--- config.mk ---
export PLATFORM = sky130hd
export DESIGN_NAME = three_stage_charge_controller_top_flat
export DESIGN_NICKNAME = d
export VERILOG_FILES = /design/src/rtl/tscc_pkg.sv /design/src/rtl/tscc_if.sv /design/src/rtl/three_stage_charge_controller_top.sv /design/src/rtl/tscc_cfg.sv /design/src/rtl/tscc_step.sv /design/src/flat_wrapper.sv
export SDC_FILE = /design/constraint.sdc
export NUM_CORES = 1
export LEC_CHECK = 0
export BUFFER_PORTS_ARGS = -buffer_cell sky130_fd_sc_hd__clkbuf_2
export CAP_MARGIN = 20
export CORE_UTILIZATION = 25
export CTS_BUF_LIST = sky130_fd_sc_hd__clkbuf_8
export DETAILED_ROUTE_END_ITERATION = 10
export PLACE_DENSITY = 0.49
export REMOVE_ABC_BUFFERS = 1
export SLEW_MARGIN = 10
export SYNTH_ARGS = -nofsm -noshare
export SYNTH_HDL_FRONTEND = slang
export SYNTH_HIERARCHICAL = 1
export SYNTH_SLANG_ARGS = --single-unit
--- constraint.sdc ---
create_clock -name clk -period 3.88 [get_ports clk]
set_clock_uncertainty 0.15 [all_clocks]
set_input_delay 0.388 -clock clk [delete_from_list [all_inputs] [get_ports clk]]
set_output_delay 0.388 -clock clk [all_outputs]
set_load 0.05 [all_outputs]
--- src/rtl/tscc_pkg.sv ---
// Types, constants and register map of the charge controller
package tscc_pkg;

	localparam int MV_W    = 15;
	localparam int MA_W    = 16;
	localparam int DUTY_W  = 10;
	localparam int STAGE_W = 2;
	localparam int CFG_W   = 15;
	localparam int CFG_IDX_W = 4;

	typedef logic [MV_W-1:0]          mv_t;
	typedef logic signed [MA_W-1:0]   ma_t;
	typedef logic [CFG_W-1:0]         cfg_word_t;
	typedef logic [DUTY_W-1:0]        duty_t;
	typedef logic [CFG_IDX_W-1:0]     cfg_idx_t;

	typedef enum logic [STAGE_W-1:0] {
		STAGE_BULK   = 2'd0,
		STAGE_ABSORB = 2'd1,
		STAGE_FLOAT  = 2'd2
	} stage_t;

	localparam cfg_idx_t REG_BULK_LOW      = 4'd0;
	localparam cfg_idx_t REG_BULK_HIGH     = 4'd1;
	localparam cfg_idx_t REG_ABSORB_TARGET = 4'd2;
	localparam cfg_idx_t REG_FLOAT_LOW     = 4'd3;
	localparam cfg_idx_t REG_FLOAT_TARGET  = 4'd4;
	localparam cfg_idx_t REG_BULK_LIMIT    = 4'd5;
	localparam cfg_idx_t REG_ABSORB_LIMIT  = 4'd6;
	localparam cfg_idx_t REG_ABSORB_EXIT   = 4'd7;

	localparam cfg_word_t RST_BULK_LOW      = 15'd13000;
	localparam cfg_word_t RST_BULK_HIGH     = 15'd14500;
	localparam cfg_word_t RST_ABSORB_TARGET = 15'd14700;
	localparam cfg_word_t RST_FLOAT_LOW     = 15'd13200;
	localparam cfg_word_t RST_FLOAT_TARGET  = 15'd13400;
	localparam cfg_word_t RST_BULK_LIMIT    = 15'd2000;
	localparam cfg_word_t RST_ABSORB_LIMIT  = 15'd2000;
	localparam cfg_word_t RST_ABSORB_EXIT   = 15'd200;

	localparam ma_t   FLOAT_EXIT_MA  = 16'sd220;
	localparam mv_t   LOAD_CUTOFF_MV = 15'd9000;
	localparam duty_t DUTY_MAX       = 10'd1023;
	localparam duty_t DUTY_MIN       = 10'd0;

	typedef struct packed {
		cfg_word_t bulk_low_mv;
		cfg_word_t bulk_high_mv;
		cfg_word_t absorb_target_mv;
		cfg_word_t float_low_mv;
		cfg_word_t float_target_mv;
		cfg_word_t bulk_limit_ma;
		cfg_word_t absorb_limit_ma;
		cfg_word_t absorb_exit_ma;
	} cfg_t;

	typedef struct packed {
		stage_t stage;
		duty_t  duty;
	} chg_state_t;

endpackage

--- src/rtl/tscc_if.sv ---
// Valid/ready channels for sample and result words
interface tscc_in_if;
	import tscc_pkg::*;
	logic valid;
	logic ready;
	mv_t  battery_mv;
	ma_t  solar_ma;
	modport source (output valid, battery_mv, solar_ma, input ready);
	modport sink   (input valid, battery_mv, solar_ma, output ready);
endinterface

interface tscc_out_if;
	import tscc_pkg::*;
	logic                 valid;
	logic                 ready;
	logic [DUTY_W-1:0]    duty;
	logic [STAGE_W-1:0]   stage;
	logic                 load_on;
	modport source (output valid, duty, stage, load_on, input ready);
	modport sink   (input valid, duty, stage, load_on, output ready);
endinterface

--- src/rtl/three_stage_charge_controller_top.sv ---
// Three-stage charge controller: sample register, step logic, result register
// A sample word is held in the sample register, then loads the result register.
// Throughput: one word per cycle while the output is not stalled; the stage and
// duty registers are the result register, so consecutive samples chain directly.
// Reset: stage goes to bulk, duty to zero, thresholds to their defaults,
// both pipeline stages empty.
module three_stage_charge_controller_top (
	input  logic                clk,
	input  logic                arst_n,
	tscc_in_if.sink             sample,
	tscc_out_if.source          result,
	input  logic                cfg_we,
	input  tscc_pkg::cfg_idx_t  cfg_idx,
	input  tscc_pkg::cfg_word_t cfg_data
);
	import tscc_pkg::*;

	cfg_t       cfg;
	logic       valid_s1;
	mv_t        mv_s1;
	ma_t        ma_s1;
	logic       valid_s2;
	logic       load_s2;
	chg_state_t state_q;
	chg_state_t state_nxt;
	logic       load_nxt;
	logic       advance;

	tscc_cfg u_cfg (
		.clk      (clk),
		.arst_n   (arst_n),
		.cfg_we   (cfg_we),
		.cfg_idx  (cfg_idx),
		.cfg_data (cfg_data),
		.cfg      (cfg)
	);

	tscc_step u_step (
		.cfg        (cfg),
		.cur        (state_q),
		.battery_mv (mv_s1),
		.solar_ma   (ma_s1),
		.nxt        (state_nxt),
		.load_on    (load_nxt)
	);

	assign advance      = valid_s1 && (!valid_s2 || result.ready);
	assign sample.ready = !valid_s1 || advance;

	always_ff @(posedge clk or negedge arst_n) begin
		if (!arst_n) begin
			valid_s1 <= 1'b0;
		end else if (sample.ready) begin
			valid_s1 <= sample.valid;
		end
	end

	always_ff @(posedge clk) begin
		if (sample.valid && sample.ready) begin
			mv_s1 <= sample.battery_mv;
			ma_s1 <= sample.solar_ma;
		end
	end

	always_ff @(posedge clk or negedge arst_n) begin
		if (!arst_n) begin
			valid_s2      <= 1'b0;
			state_q.stage <= STAGE_BULK;
			state_q.duty  <= DUTY_MIN;
		end else if (advance) begin
			valid_s2 <= 1'b1;
			state_q  <= state_nxt;
		end else if (result.ready) begin
			valid_s2 <= 1'b0;
		end
	end

	always_ff @(posedge clk) begin
		if (advance) load_s2 <= load_nxt;
	end

	// state register supplies duty and stage of the result payload; load_on has its own register
	assign result.valid   = valid_s2;
	assign result.duty    = state_q.duty;
	assign result.stage   = state_q.stage;
	assign result.load_on = load_s2;

endmodule

--- src/rtl/tscc_cfg.sv ---
// Threshold register file with write port
module tscc_cfg (
	input  logic               clk,
	input  logic               arst_n,
	input  logic               cfg_we,
	input  tscc_pkg::cfg_idx_t cfg_idx,
	input  tscc_pkg::cfg_word_t cfg_data,
	output tscc_pkg::cfg_t     cfg
);
	import tscc_pkg::*;

	cfg_t cfg_q;

	always_ff @(posedge clk or negedge arst_n) begin
		if (!arst_n) begin
			cfg_q.bulk_low_mv      <= RST_BULK_LOW;
			cfg_q.bulk_high_mv     <= RST_BULK_HIGH;
			cfg_q.absorb_target_mv <= RST_ABSORB_TARGET;
			cfg_q.float_low_mv     <= RST_FLOAT_LOW;
			cfg_q.float_target_mv  <= RST_FLOAT_TARGET;
			cfg_q.bulk_limit_ma    <= RST_BULK_LIMIT;
			cfg_q.absorb_limit_ma  <= RST_ABSORB_LIMIT;
			cfg_q.absorb_exit_ma   <= RST_ABSORB_EXIT;
		end else if (cfg_we) begin
			// indices past the map are dropped
			unique case (cfg_idx)
				REG_BULK_LOW:      cfg_q.bulk_low_mv      <= cfg_data;
				REG_BULK_HIGH:     cfg_q.bulk_high_mv     <= cfg_data;
				REG_ABSORB_TARGET: cfg_q.absorb_target_mv <= cfg_data;
				REG_FLOAT_LOW:     cfg_q.float_low_mv     <= cfg_data;
				REG_FLOAT_TARGET:  cfg_q.float_target_mv  <= cfg_data;
				REG_BULK_LIMIT:    cfg_q.bulk_limit_ma    <= cfg_data;
				REG_ABSORB_LIMIT:  cfg_q.absorb_limit_ma  <= cfg_data;
				REG_ABSORB_EXIT:   cfg_q.absorb_exit_ma   <= cfg_data;
				default: ;
			endcase
		end
	end

	assign cfg = cfg_q;

endmodule

--- src/rtl/tscc_step.sv ---
// Next-stage and duty step logic for one sample
module tscc_step (
	input  tscc_pkg::cfg_t       cfg,
	input  tscc_pkg::chg_state_t cur,
	input  tscc_pkg::mv_t        battery_mv,
	input  tscc_pkg::ma_t        solar_ma,
	output tscc_pkg::chg_state_t nxt,
	output logic                 load_on
);
	import tscc_pkg::*;

	logic   dn;
	logic   up;
	stage_t st;

	// unsigned limits widened to signed, so negative current is below all
	function automatic ma_t as_ma(input cfg_word_t w);
		as_ma = signed'({1'b0, w});
	endfunction

	assign load_on = (battery_mv >= LOAD_CUTOFF_MV);

	always_comb begin
		dn = 1'b0;
		up = 1'b0;
		st = cur.stage;
		if (cur.stage == STAGE_FLOAT) begin
			if (battery_mv < cfg.float_low_mv) begin
				st = STAGE_BULK;
			end else if (solar_ma > FLOAT_EXIT_MA) begin
				st = STAGE_BULK;
			end else if (battery_mv > cfg.float_target_mv) begin
				dn = 1'b1;
			end else begin
				up = 1'b1;
			end
		end else begin
			if (battery_mv < cfg.bulk_low_mv) begin
				st = STAGE_BULK;
			end else if (battery_mv > cfg.bulk_high_mv) begin
				st = STAGE_ABSORB;
			end
			unique case (st)
				STAGE_BULK: begin
					if (solar_ma > as_ma(cfg.bulk_limit_ma)) dn = 1'b1;
					else up = 1'b1;
				end
				STAGE_ABSORB: begin
					if (solar_ma > as_ma(cfg.absorb_limit_ma)) begin
						dn = 1'b1;
					end else begin
						if (battery_mv > cfg.absorb_target_mv) dn = 1'b1;
						else up = 1'b1;
						if (solar_ma < as_ma(cfg.absorb_exit_ma)) st = STAGE_FLOAT;
					end
				end
				default: ;
			endcase
		end
	end

	always_comb begin
		nxt.stage = st;
		nxt.duty  = cur.duty;
		if (up && (cur.duty != DUTY_MAX)) nxt.duty = cur.duty + 10'd1;
		else if (dn && (cur.duty != DUTY_MIN)) nxt.duty = cur.duty - 10'd1;
	end

endmodule

--- src/flat_wrapper.sv ---
// flat-port wrapper written by rule: the top's interface ports become plain ports
module three_stage_charge_controller_top_flat import tscc_pkg::*;
  (clk, arst_n, cfg_we, cfg_idx, cfg_data, sample_valid, sample_battery_mv, sample_solar_ma, sample_ready, result_valid, result_duty, result_stage, result_load_on, result_ready);
  tscc_in_if sample_i ();
  tscc_out_if result_i ();
  input  logic clk;
  input  logic arst_n;
  input  logic cfg_we;
  input  tscc_pkg::cfg_idx_t cfg_idx;
  input  tscc_pkg::cfg_word_t cfg_data;
  input wire logic [$bits(sample_i.valid)-1:0] sample_valid;
  input wire logic [$bits(sample_i.battery_mv)-1:0] sample_battery_mv;
  input wire logic [$bits(sample_i.solar_ma)-1:0] sample_solar_ma;
  output wire logic [$bits(sample_i.ready)-1:0] sample_ready;
  output wire logic [$bits(result_i.valid)-1:0] result_valid;
  output wire logic [$bits(result_i.duty)-1:0] result_duty;
  output wire logic [$bits(result_i.stage)-1:0] result_stage;
  output wire logic [$bits(result_i.load_on)-1:0] result_load_on;
  input wire logic [$bits(result_i.ready)-1:0] result_ready;
  assign sample_i.valid = sample_valid;
  assign sample_i.battery_mv = sample_battery_mv;
  assign sample_i.solar_ma = sample_solar_ma;
  assign sample_ready = sample_i.ready;
  assign result_valid = result_i.valid;
  assign result_duty = result_i.duty;
  assign result_stage = result_i.stage;
  assign result_load_on = result_i.load_on;
  assign result_i.ready = result_ready;
  three_stage_charge_controller_top u_core (.clk(clk), .arst_n(arst_n), .sample(sample_i), .result(result_i), .cfg_we(cfg_we), .cfg_idx(cfg_idx), .cfg_data(cfg_data));
endmodule
==> flow_summary.yaml, run 1 <==
run_status:
  outcome: "finished, final reports clean"
global_routing:
  top_usage_layer: "met2"
  antenna_found_initial: 0
  grt_util_met2_pct: 20.6
  grtUsageTotal_pct: 12.9
  grt_max_degree: 81
  gr-usage-met1_pct: 18.0
  grt_pass1_vias: 6578
  grt.met3_usage_pct: 2.31
  grt_overflow_total: 0
  grt_pass1_wl_mm: 38.4
synth:
  synth_xor_area_share_pct: 0.810
  synth-edff-count: 32
  ys.flop_type: "dfrtp_1"
  synth_mux_area_share_pct: 15.7
  yosysSeqAreaShare_pct: 44.9
  async_flop_share_pct: 80.7
  synth_area_um2: 9730
  synth_top_family_by_area: "multiplexers"
  synth_compound_area_share_pct: 9.55
  syn_inst: 809
  synth-simple-area-share_pct: 7.39
  yosys_warnings: 6
  synth-adder-area-share_pct: 15.3
  synth.distinct_cells: 72
  synth_area_per_cell_um2: 12.0
  synth-seq-cells: 166
clocking:
  clockBufferDepth: 2
  root_buffer: "clkbuf_8"
  htree_levels: 4
  cts-resized-gates: 0
  tritoncts: "yes"
  cts_buffers: 17
  ctsHoldBuffers: 33
  cts_sinks: 166
  insertion_delay_ns: 0.48
  postCtsSetupRepairBufs: 0
  path_clk_slew_ns: 0.11
route:
  routed_wirelength_mm: 24.1
  drc: 0
  wl_per_cell_um: 16.6
  avgViaCountPerCell: 4.39
  drt_pass1_iterations: 4
  drt_iter0_drc: 282
  num_vias: 6355
  antenna_left: 0
floorplanning:
  die_y_um: 199
  dieArea_um2: 39700
  num_io_pins: 70
  rows: 71
  die_w_um: 199
  core_area_um2: 38000
  start_util_pct: 25.6
critical_path:
  cp-start-kind: "register"
  cp_data_arrival_time_ns: 3.93
  slowest_stage: "dfstp_2"
  cp.required_ns: 4.08
  cp-end-kind: "register"
  r2r_setup_slack_ns: 0.15
  critPathMaxFanout: 11
  r2r_cells: 12
  r2r-start: "u_core/u_cfg/cfg[40]"
  r2r-end: "u_core/result.duty[1]"
  crit_chain: "inv_1 > ha_1 > a21oi_1 > nand2_1 > a2111o_1 > o31ai_1 > a21bo_1 > a221oi_2 > o21a_2 > o21bai_1 > mux2_2 > mux2_4"
  crit_type: "reg2reg"
  slowest_delay_ns: 0.54
place:
  hpwlAfterDp_mm: 17.3
  place.gp.congestion: 0.807
  port-buffer-count: 69
hold_path:
  hold_class: "in2reg"
  worstHoldStart: "result_ready"
  whs_path_depth: 3
  holdPathEnd: "u_core/valid_s1"
sta:
  final.min_clock_period_ns: 3.73
  rsz0062_at_grt: "no"
  setup_viol: 0
  max_freq_mhz: 268
  drv_slew: 0
  hold_violations: 0
  fin_crit_sh_pct: 96.0
  tns_ns: 0
  slew_headroom_pct: 31.3
  worst_slew_pin_slew_ns: 1.03
power_and_ir_drop:
  vdd_ir_drop_max_uv: 214
  total_power_w: 0.00588
  power_leakage_nw: 5.25
  p_per_area_nw_per_um2: 516
layout:
  drive_gt1_share_pct: 32.8
  n_antenna_cell: 0
  area_growth_syn_to_layout_pct: 17.1
  fin_nets: 1096
flow_run:
  max_cap_violations: 0
[per-layer routing]
| layer | up-vias | part of all wire [%] |
|---|---|---|
| met2 | 76 | 46 |
| met3 | 10 | 2.3 |
| met4 | 0 | 0.75 |
| met1 | 3122 | 51 |
| li1 | 3147 | - |
| met5 | - | 0 |
[cell usage in the layout (no fill, tap or decap), types with 5 or more instances in the layout]
cell type / Yosys / routed
a211oi_1: 6 / 6
a21o_1: 26 / 26
a21oi_1: 37 / 37
and3_1: 9 / 9
buf_4: 2 / 6
clkbuf_2: 1 / 68
clkbuf_8: 0 / 18
dfrtp_1: 87 / 87
dfstp_2: 47 / 47
dlygate4sd3_1: 0 / 33
edfxtp_1: 32 / 32
ha_1: 119 / 119
inv_1: 128 / 128
inv_6: 0 / 5
mux2_2: 123 / 123
mux2_4: 9 / 9
nand2_1: 13 / 13
nand2b_1: 6 / 6
nand3_1: 9 / 9
nand4_1: 18 / 18
nor2_1: 11 / 11
nor4_1: 8 / 8
o211ai_1: 6 / 6
o21ai_0: 8 / 8
xnor2_1: 9 / 9
[where the power goes]
group          leakage (nW)  internal, W  switching (W)
Combinational          3.17     0.000933        0.00108
Clock                 0.209     0.000609       0.000712
Sequential             1.87      0.00224       0.000312
Total                  5.25      0.00378        0.00211
[metrics by stage]
stage / instance area, um^2 / cells / setup slack [ns] / hold WS (ns) / utilization, %
final: 11400 / 1446 / 0.153 / 0.0945 / 30.0
after global routing: 11400 / 1446 / 0.0175 / 0.0908 / 30.0
after CTS: 11400 / 1446 / 0.231 / 0.0543 / 30.0
after detailed placement: 10700 / 1381 / 0.261 / 0.343 / 28.0
after global placement: 10700 / 1381 / 0.283 / 0.338 / 28.0
after floorplan: 9600 / 794 / 0.622 / -0.0576 / -
[worst max-delay path by stage]
stage,depth (start not counted),endpoint,startpoint,slack (ns)
final,12,u_core/result.duty[1],u_core/u_cfg/cfg[40],0.15
after global routing,12,u_core/result.duty[1],u_core/u_cfg/cfg[40],0.02
after CTS,12,u_core/result.duty[1],u_core/u_cfg/cfg[40],0.23
after detailed placement,11,u_core/result.duty[1],u_core/mv_s1[9],0.26
after global placement,11,u_core/result.duty[1],u_core/mv_s1[9],0.28
after floorplan,11,u_core/result.duty[3],u_core/mv_s1[10],0.62
[kinds of logic (layout without fill, tap and decap cells)]
logic type,Yosys count,after routing
and+or+nand+nor,110,110
AOI/OAI and AO/OA,129,129
DFF,166,166
adders and majority gates,119,119
buffers and inverters,143,269
muxes,133,133
xor gates and xnor gates,9,9
[worst max-delay path: cells and delay by family, from the launching register on]
kind / cells / cell delay (ns)
DFF: 1 / 0.54
and+or+nand+nor: 1 / 0.07
AOI/OAI and AO/OA: 7 / 1.95
adders and majority gates: 1 / 0.31
buffers and inverters: 1 / 0.04
muxes: 2 / 0.52
[cell type report]
class,count,area (um^2)
well taps,511,639
repair buffers,109,747
clock buffers,18,248
multi-input cells,500,4750
flip-flops and latches,166,4370
clock inverters,14,163
fillers,3989,26600
inverters,128,480
[flip-flops by register name, indices dropped and copies added, names as in the netlist]
signal	flops
u_core/ma_s1	16
u_core/mv_s1	15
u_core/result.duty	10
u_core/result.load_on	1
u_core/result.stage	2
u_core/result.valid	1
u_core/u_cfg/cfg	120
u_core/valid_s1	1
[Yosys cell counts, types with 4 or more instances]
master / n / area (um^2)
ha_1: 119 / 1490
nand3_1: 9 / 45.0
and4_1: 4 / 35.0
nand4_1: 18 / 113
nand2b_1: 6 / 37.5
a32oi_1: 4 / 35.0
edfxtp_1: 32 / 961
xnor2_1: 9 / 78.8
nand3b_1: 4 / 30.0
mux2_2: 123 / 1390
o21ai_0: 8 / 40.0
o211ai_1: 6 / 45.0
and3_1: 9 / 56.3
o21a_1: 4 / 30.0
dfrtp_1: 87 / 2180
inv_1: 128 / 480
nor4_1: 8 / 50.1
buf_6: 6 / 67.6
dfstp_2: 47 / 1230
a21o_1: 26 / 195
nor2_1: 11 / 41.3
nor3_1: 4 / 20.0
mux2_4: 9 / 135
a211oi_1: 6 / 45.0
nor2b_1: 4 / 25.0
buf_2: 4 / 20.0
a21oi_1: 37 / 185
nand2_1: 13 / 48.8
No activity file was read; power rests on OpenSTA's default activity.
==> inputs of run 2 (changes only) <==
--- a/config.mk
+++ b/config.mk
@@ -11,6 +11,7 @@
 export CTS_BUF_LIST = sky130_fd_sc_hd__clkbuf_8
 export DETAILED_ROUTE_END_ITERATION = 10
 export PLACE_DENSITY = 0.49
+export RECOVER_POWER = 100
 export REMOVE_ABC_BUFFERS = 1
 export SLEW_MARGIN = 10
 export SYNTH_ARGS = -nofsm -noshare
==> flow_summary.yaml, run 2 (synthesis gave the netlist of run 1 again) <==
route:
  routed_wirelength_mm: 24.1
  num_vias: 6388
  wl_per_cell_um: 16.7
  drt_pass1_iterations: 4
  antenna_left: 0
  avgViaCountPerCell: 4.42
  drt_iter0_drc: 270
  drc: 0
floorplanning:
  die_y_um: 199
  start_util_pct: 25.6
  num_io_pins: 70
  rows: 71
  die_w_um: 199
  dieArea_um2: 39700
  core_area_um2: 38000
power_and_ir_drop:
  p_sw_share_pct: 36.1
  p_int_w: 0.00372
  power.share.sequential_pct: 43.7
  vdd_ir_drop_max_uv: 214
  p_clk_share_pct: 22.7
  power.switching_w: 0.00210
  p_per_area_nw_per_um2: 518
  total_power_w: 0.00582
  power_leakage_nw: 5.10
  combPwrFrac_pct: 33.6
critical_path:
  cp_data_arrival_time_ns: 3.94
  critPathMaxFanout: 11
  cp.required_ns: 4.08
  crit_type: "reg2reg"
  r2r_cells: 12
  cp-start-kind: "register"
  crit_chain: "inv_1 > ha_1 > a21oi_1 > nand2_1 > a2111o_1 > o31ai_1 > a21bo_1 > a221oi_2 > o21a_2 > o21bai_1 > mux2_2 > mux2_4"
  slowest_delay_ns: 0.54
  cp-end-kind: "register"
  slowest_stage: "dfstp_2"
hold_path:
  whs_path_depth: 3
  hold_class: "in2reg"
clocking:
  cts_buffers: 17
  clockBufferDepth: 2
  postCtsSetupRepairBufs: 0
  path_clk_slew_ns: 0.11
  insertion_delay_ns: 0.48
  ctsHoldBuffers: 33
  cts_sinks: 166
  cts-resized-gates: 0
  root_buffer: "clkbuf_8"
  tritoncts: "yes"
  htree_levels: 4
run_status:
  violations: "capacitance limit, slew limit"
  outcome: "finished with violations"
sta:
  max_freq_mhz: 268
  final.min_clock_period_ns: 3.73
  slew_headroom_pct: -90.2
  tns_ns: 0
  hold_violations: 0
  setup_viol: 0
  setup_ws_ns: 0.146
  drv_slew: 161
  worst_slew_pin_slew_ns: 2.85
  rsz0062_at_grt: "no"
  fin_crit_sh_pct: 96.2
global_routing:
  grtUsageTotal_pct: 12.9
  antenna_found_initial: 0
  grt_pass1_wl_mm: 38.4
  grt_max_degree: 81
  grt_pass1_vias: 6578
  grt_overflow_total: 0
place:
  hpwlAfterDp_mm: 17.3
  port-buffer-count: 69
  place.gp.congestion: 0.807
  placed_cells: 1381
  dp_worst_setup_slack_ns: 0.261
layout:
  layout_commonest_cell: "inv_1"
  fin_nets: 1096
  finalNonFillerCells: 1446
  n_antenna_cell: 0
  area_growth_syn_to_layout_pct: 15.6
  largest_reg_flops: 120
  final_cell_mix: "inv_1 (128), mux2_2 (121), ha_1 (119), dfrtp_1 (87), clkbuf_2 (51)"
  drive_gt1_share_pct: 28.4
flow_run:
  max_cap_violations: 5
==> run 2: cell count changes in the layout (fill, tap and decap cells not counted), sizes merged <==
cell    change
buf         -4
clkbuf      +4
==> run 2: area by class of cell <==
cell class,instances,area [um^2]
inverters,128,480
multi-input cells,500,4650
clock buffers,18,248
clock inverters,14,163
repair buffers,109,694
flip-flops and latches,166,4370
well taps,511,639
fillers,4025,26800
==> run 2: path summary, 6_finish.rpt <==
| check | start | slack [ns] | end |
|---|---|---|---|
| max in group asynchronous | arst_n | 0.66 | u_core/u_cfg/cfg[31] |
| min in group asynchronous | arst_n | 0.93 | u_core/result.duty[3] |
| worst max-delay path | u_core/u_cfg/cfg[40] | 0.15 | u_core/result.duty[1] |
| worst min register to register | u_core/u_cfg/cfg[14] | 0.35 | u_core/u_cfg/cfg[14] |
| worst max register to register | u_core/u_cfg/cfg[40] | 0.15 | u_core/result.duty[1] |
| worst min-delay path | result_ready | 0.09 | u_core/valid_s1 |
==> run 2: power groups by stage <==
stage | Combinational, W | Sequential (W) | Clock (W)
floorplan | 0.00132 | 0.00269 | 0
global placement | 0.00196 | 0.00258 | 0
detailed placement | 0.00199 | 0.00259 | 0
CTS | 0.00203 | 0.00255 | 0.00139
global route | 0.00221 | 0.00262 | 0.00145
finish | 0.00196 | 0.00255 | 0.00132
==> run 2: critical path, delay by kind of cell, from the launching register on <==
kind	cells	cell delay [ns]
buffers and inverters	1	0.04
multiplexers	2	0.52
AND/OR/NAND/NOR	1	0.07
adder cells (fa/ha/maj)	1	0.31
flip-flops	1	0.54
AO/OA/AOI/OAI	7	1.97
==> run 2: metal layers <==
layer / routed length (um) / vias to the layer above / GRT usage (%)
met3: 537 / 11 / 2.31
met5: 0 / - / 0
met2: 11100 / 75 / 20.6
met1: 12200 / 3151 / 18.0
met4: 182 / 0 / 2.99
li1: - / 3151 / -
==> run 2: per-stage QoR <==
step                      hold WS [ns]  util, %  area, um^2
after global placement           0.338     28.0       10700
after CTS                       0.0543     30.0       11400
after floorplan                -0.0576        -        9600
after global routing            0.0859     29.6       11200
after detailed placement         0.343     28.0       10700
final                           0.0899     29.6       11200
==> inputs of run 3 (changes only) <==
--- a/config.mk
+++ b/config.mk
@@ -11,7 +11,7 @@
 export CTS_BUF_LIST = sky130_fd_sc_hd__clkbuf_8
 export DETAILED_ROUTE_END_ITERATION = 10
 export PLACE_DENSITY = 0.49
-export RECOVER_POWER = 100
+export RECOVER_POWER = 50
 export REMOVE_ABC_BUFFERS = 1
 export SLEW_MARGIN = 10
 export SYNTH_ARGS = -nofsm -noshare
==> flow_summary.yaml, run 3 (synthesis gave the netlist of run 1 again) <==
run_status:
  outcome: "finished with violations"
  violations: "capacitance limit, slew limit"
clocking:
  cts_buffers: 17
  path_clk_slew_ns: 0.11
  clockBufferDepth: 2
  insertion_delay_ns: 0.48
  root_buffer: "clkbuf_8"
  htree_levels: 4
  cts_sinks: 166
  tritoncts: "yes"
critical_path:
  r2r-end: "u_core/result.duty[1]"
  r2r_cells: 12
  crit_type: "reg2reg"
  crit_path_start: "u_core/u_cfg/cfg[40]"
  r2r_setup_slack_ns: 0.15
  crit_chain: "inv_1 > ha_1 > a21oi_1 > nand2_1 > a2111o_1 > o31ai_1 > a21bo_1 > a221oi_2 > o21a_2 > o21bai_1 > mux2_2 > mux2_4"
  cp-end-kind: "register"
  cp_data_arrival_time_ns: 3.93
  critPathMaxFanout: 11
  slowest_stage: "dfstp_2"
  cp.required_ns: 4.08
  slowest_delay_ns: 0.54
  cp-start-kind: "register"
  r2r-start: "u_core/u_cfg/cfg[40]"
hold_path:
  worstHoldStart: "result_ready"
  hold_class: "in2reg"
  holdPathEnd: "u_core/valid_s1"
  whs_path_depth: 3
sta:
  slew_headroom_pct: -45.9
  setup_viol: 0
  rsz0062_at_grt: "no"
  drv_slew: 81
  setup_ws_ns: 0.153
  worst_slew_pin_slew_ns: 2.19
  tns_ns: 0
  max_freq_mhz: 268
  holdWs_ns: 0.0906
  hold_violations: 0
  fin_crit_sh_pct: 96.1
  final.min_clock_period_ns: 3.73
layout:
  area_growth_syn_to_layout_pct: 16.5
  n_antenna_cell: 0
  drive_gt1_share_pct: 31.8
  largest_reg_flops: 120
  final_area_um2: 11300
  final_cell_mix: "inv_1 (128), mux2_2 (123), ha_1 (119), dfrtp_1 (87), clkbuf_2 (66)"
  layout_commonest_cell: "inv_1"
  final_core_util_pct: 29.8
  fin_nets: 1096
route:
  wl_per_cell_um: 16.6
  drc: 0
  routed_wirelength_mm: 24.0
  num_vias: 6363
  avgViaCountPerCell: 4.40
  antenna_left: 0
  drt_iter0_drc: 286
  drt_pass1_iterations: 4
place:
  port-buffer-count: 69
  place.gp.congestion: 0.807
  dpl_cell_area_um2: 10700
  hpwlAfterDp_mm: 17.3
  dp_worst_setup_slack_ns: 0.261
floorplanning:
  core_area_um2: 38000
  dieArea_um2: 39700
  num_io_pins: 70
  die_w_um: 199
  start_util_pct: 25.6
  rows: 71
  die_y_um: 199
global_routing:
  grt_pass1_wl_mm: 38.4
  antenna_found_initial: 0
  grt_pass1_vias: 6578
  grtUsageTotal_pct: 12.9
  grt_overflow_total: 0
  grt_max_degree: 81
power_and_ir_drop:
  p_per_area_nw_per_um2: 518
  power_leakage_nw: 5.20
  vdd_ir_drop_max_uv: 214
flow_run:
  max_cap_violations: 1
-- run 3: changes by cell type in the layout (fill, tap and decap cells not counted), moves of 2 or more --
| cell | delta |
|---|---|
| clkbuf_2 | +15 |
| nor3b_1 | -2 |
| clkbuf_1 | -16 |
| nor3b_4 | +2 |
| mux2_1 | -9 |
| mux2_2 | +2 |
| mux2_4 | +7 |
-- run 3: area by class of cell --
type                            instances  area, um^2
Clock buffer                           18         248
Fill cell                            4000       26700
Inverter                              128         480
Clock inverter                         14         163
Tap cell                              511         639
Timing Repair Buffer                  109         717
Multi-Input combinational cell        500        4720
Sequential cell                       166        4370
-- run 3: what timing repair did --
action,4_1_cts,5_1_grt
resized for setup,0,0
endpoints found under the hold margin,83,0
hold buffers,33,0
setup buffers,0,0
-- run 3: how the worst max path moves through the flow --
stage                                 end  depth (start not counted)
floorplan           u_core/result.duty[3]                         11
global placement    u_core/result.duty[1]                         11
detailed placement  u_core/result.duty[1]                         11
CTS                 u_core/result.duty[1]                         12
global route        u_core/result.duty[1]                         12
finish              u_core/result.duty[1]                         12
-- run 3: per-stage QoR --
step	cells	total power [W]
after detailed placement	1381	0.00458
after CTS	1446	0.00597
final	1446	0.00588
after global routing	1446	0.00633
after global placement	1381	0.00454
after floorplan	794	0.00401
-- run 3: power breakdown --
part | total (W) | leakage (nW) | internal, W | switching [W]
Clock | 0.00132 | 0.209 | 0.000609 | 0.000712
Sequential | 0.00255 | 1.87 | 0.00223 | 0.000311
Combinational | 0.00201 | 3.12 | 0.000929 | 0.00108
Total | 0.00588 | 5.20 | 0.00377 | 0.00210
-- run 3: worst max-delay path, delay by kind of cell (launching register included) --
kind / cells / cell delay (ns)
adders and majority gates: 1 / 0.31
AOI/OAI and AO/OA: 7 / 1.95
buffers and inverters: 1 / 0.04
muxes: 2 / 0.52
DFF: 1 / 0.54
and+or+nand+nor: 1 / 0.07
-- run 3: per-layer routing --
metal  GRT usage (%)  up-vias  share of wire (%)
met1            18.0     3128                 51
li1                -     3147                  -
met5               0        -                  0
met3            2.31       10                2.3
met4            2.99        0               0.75
met2            20.6       78                 46
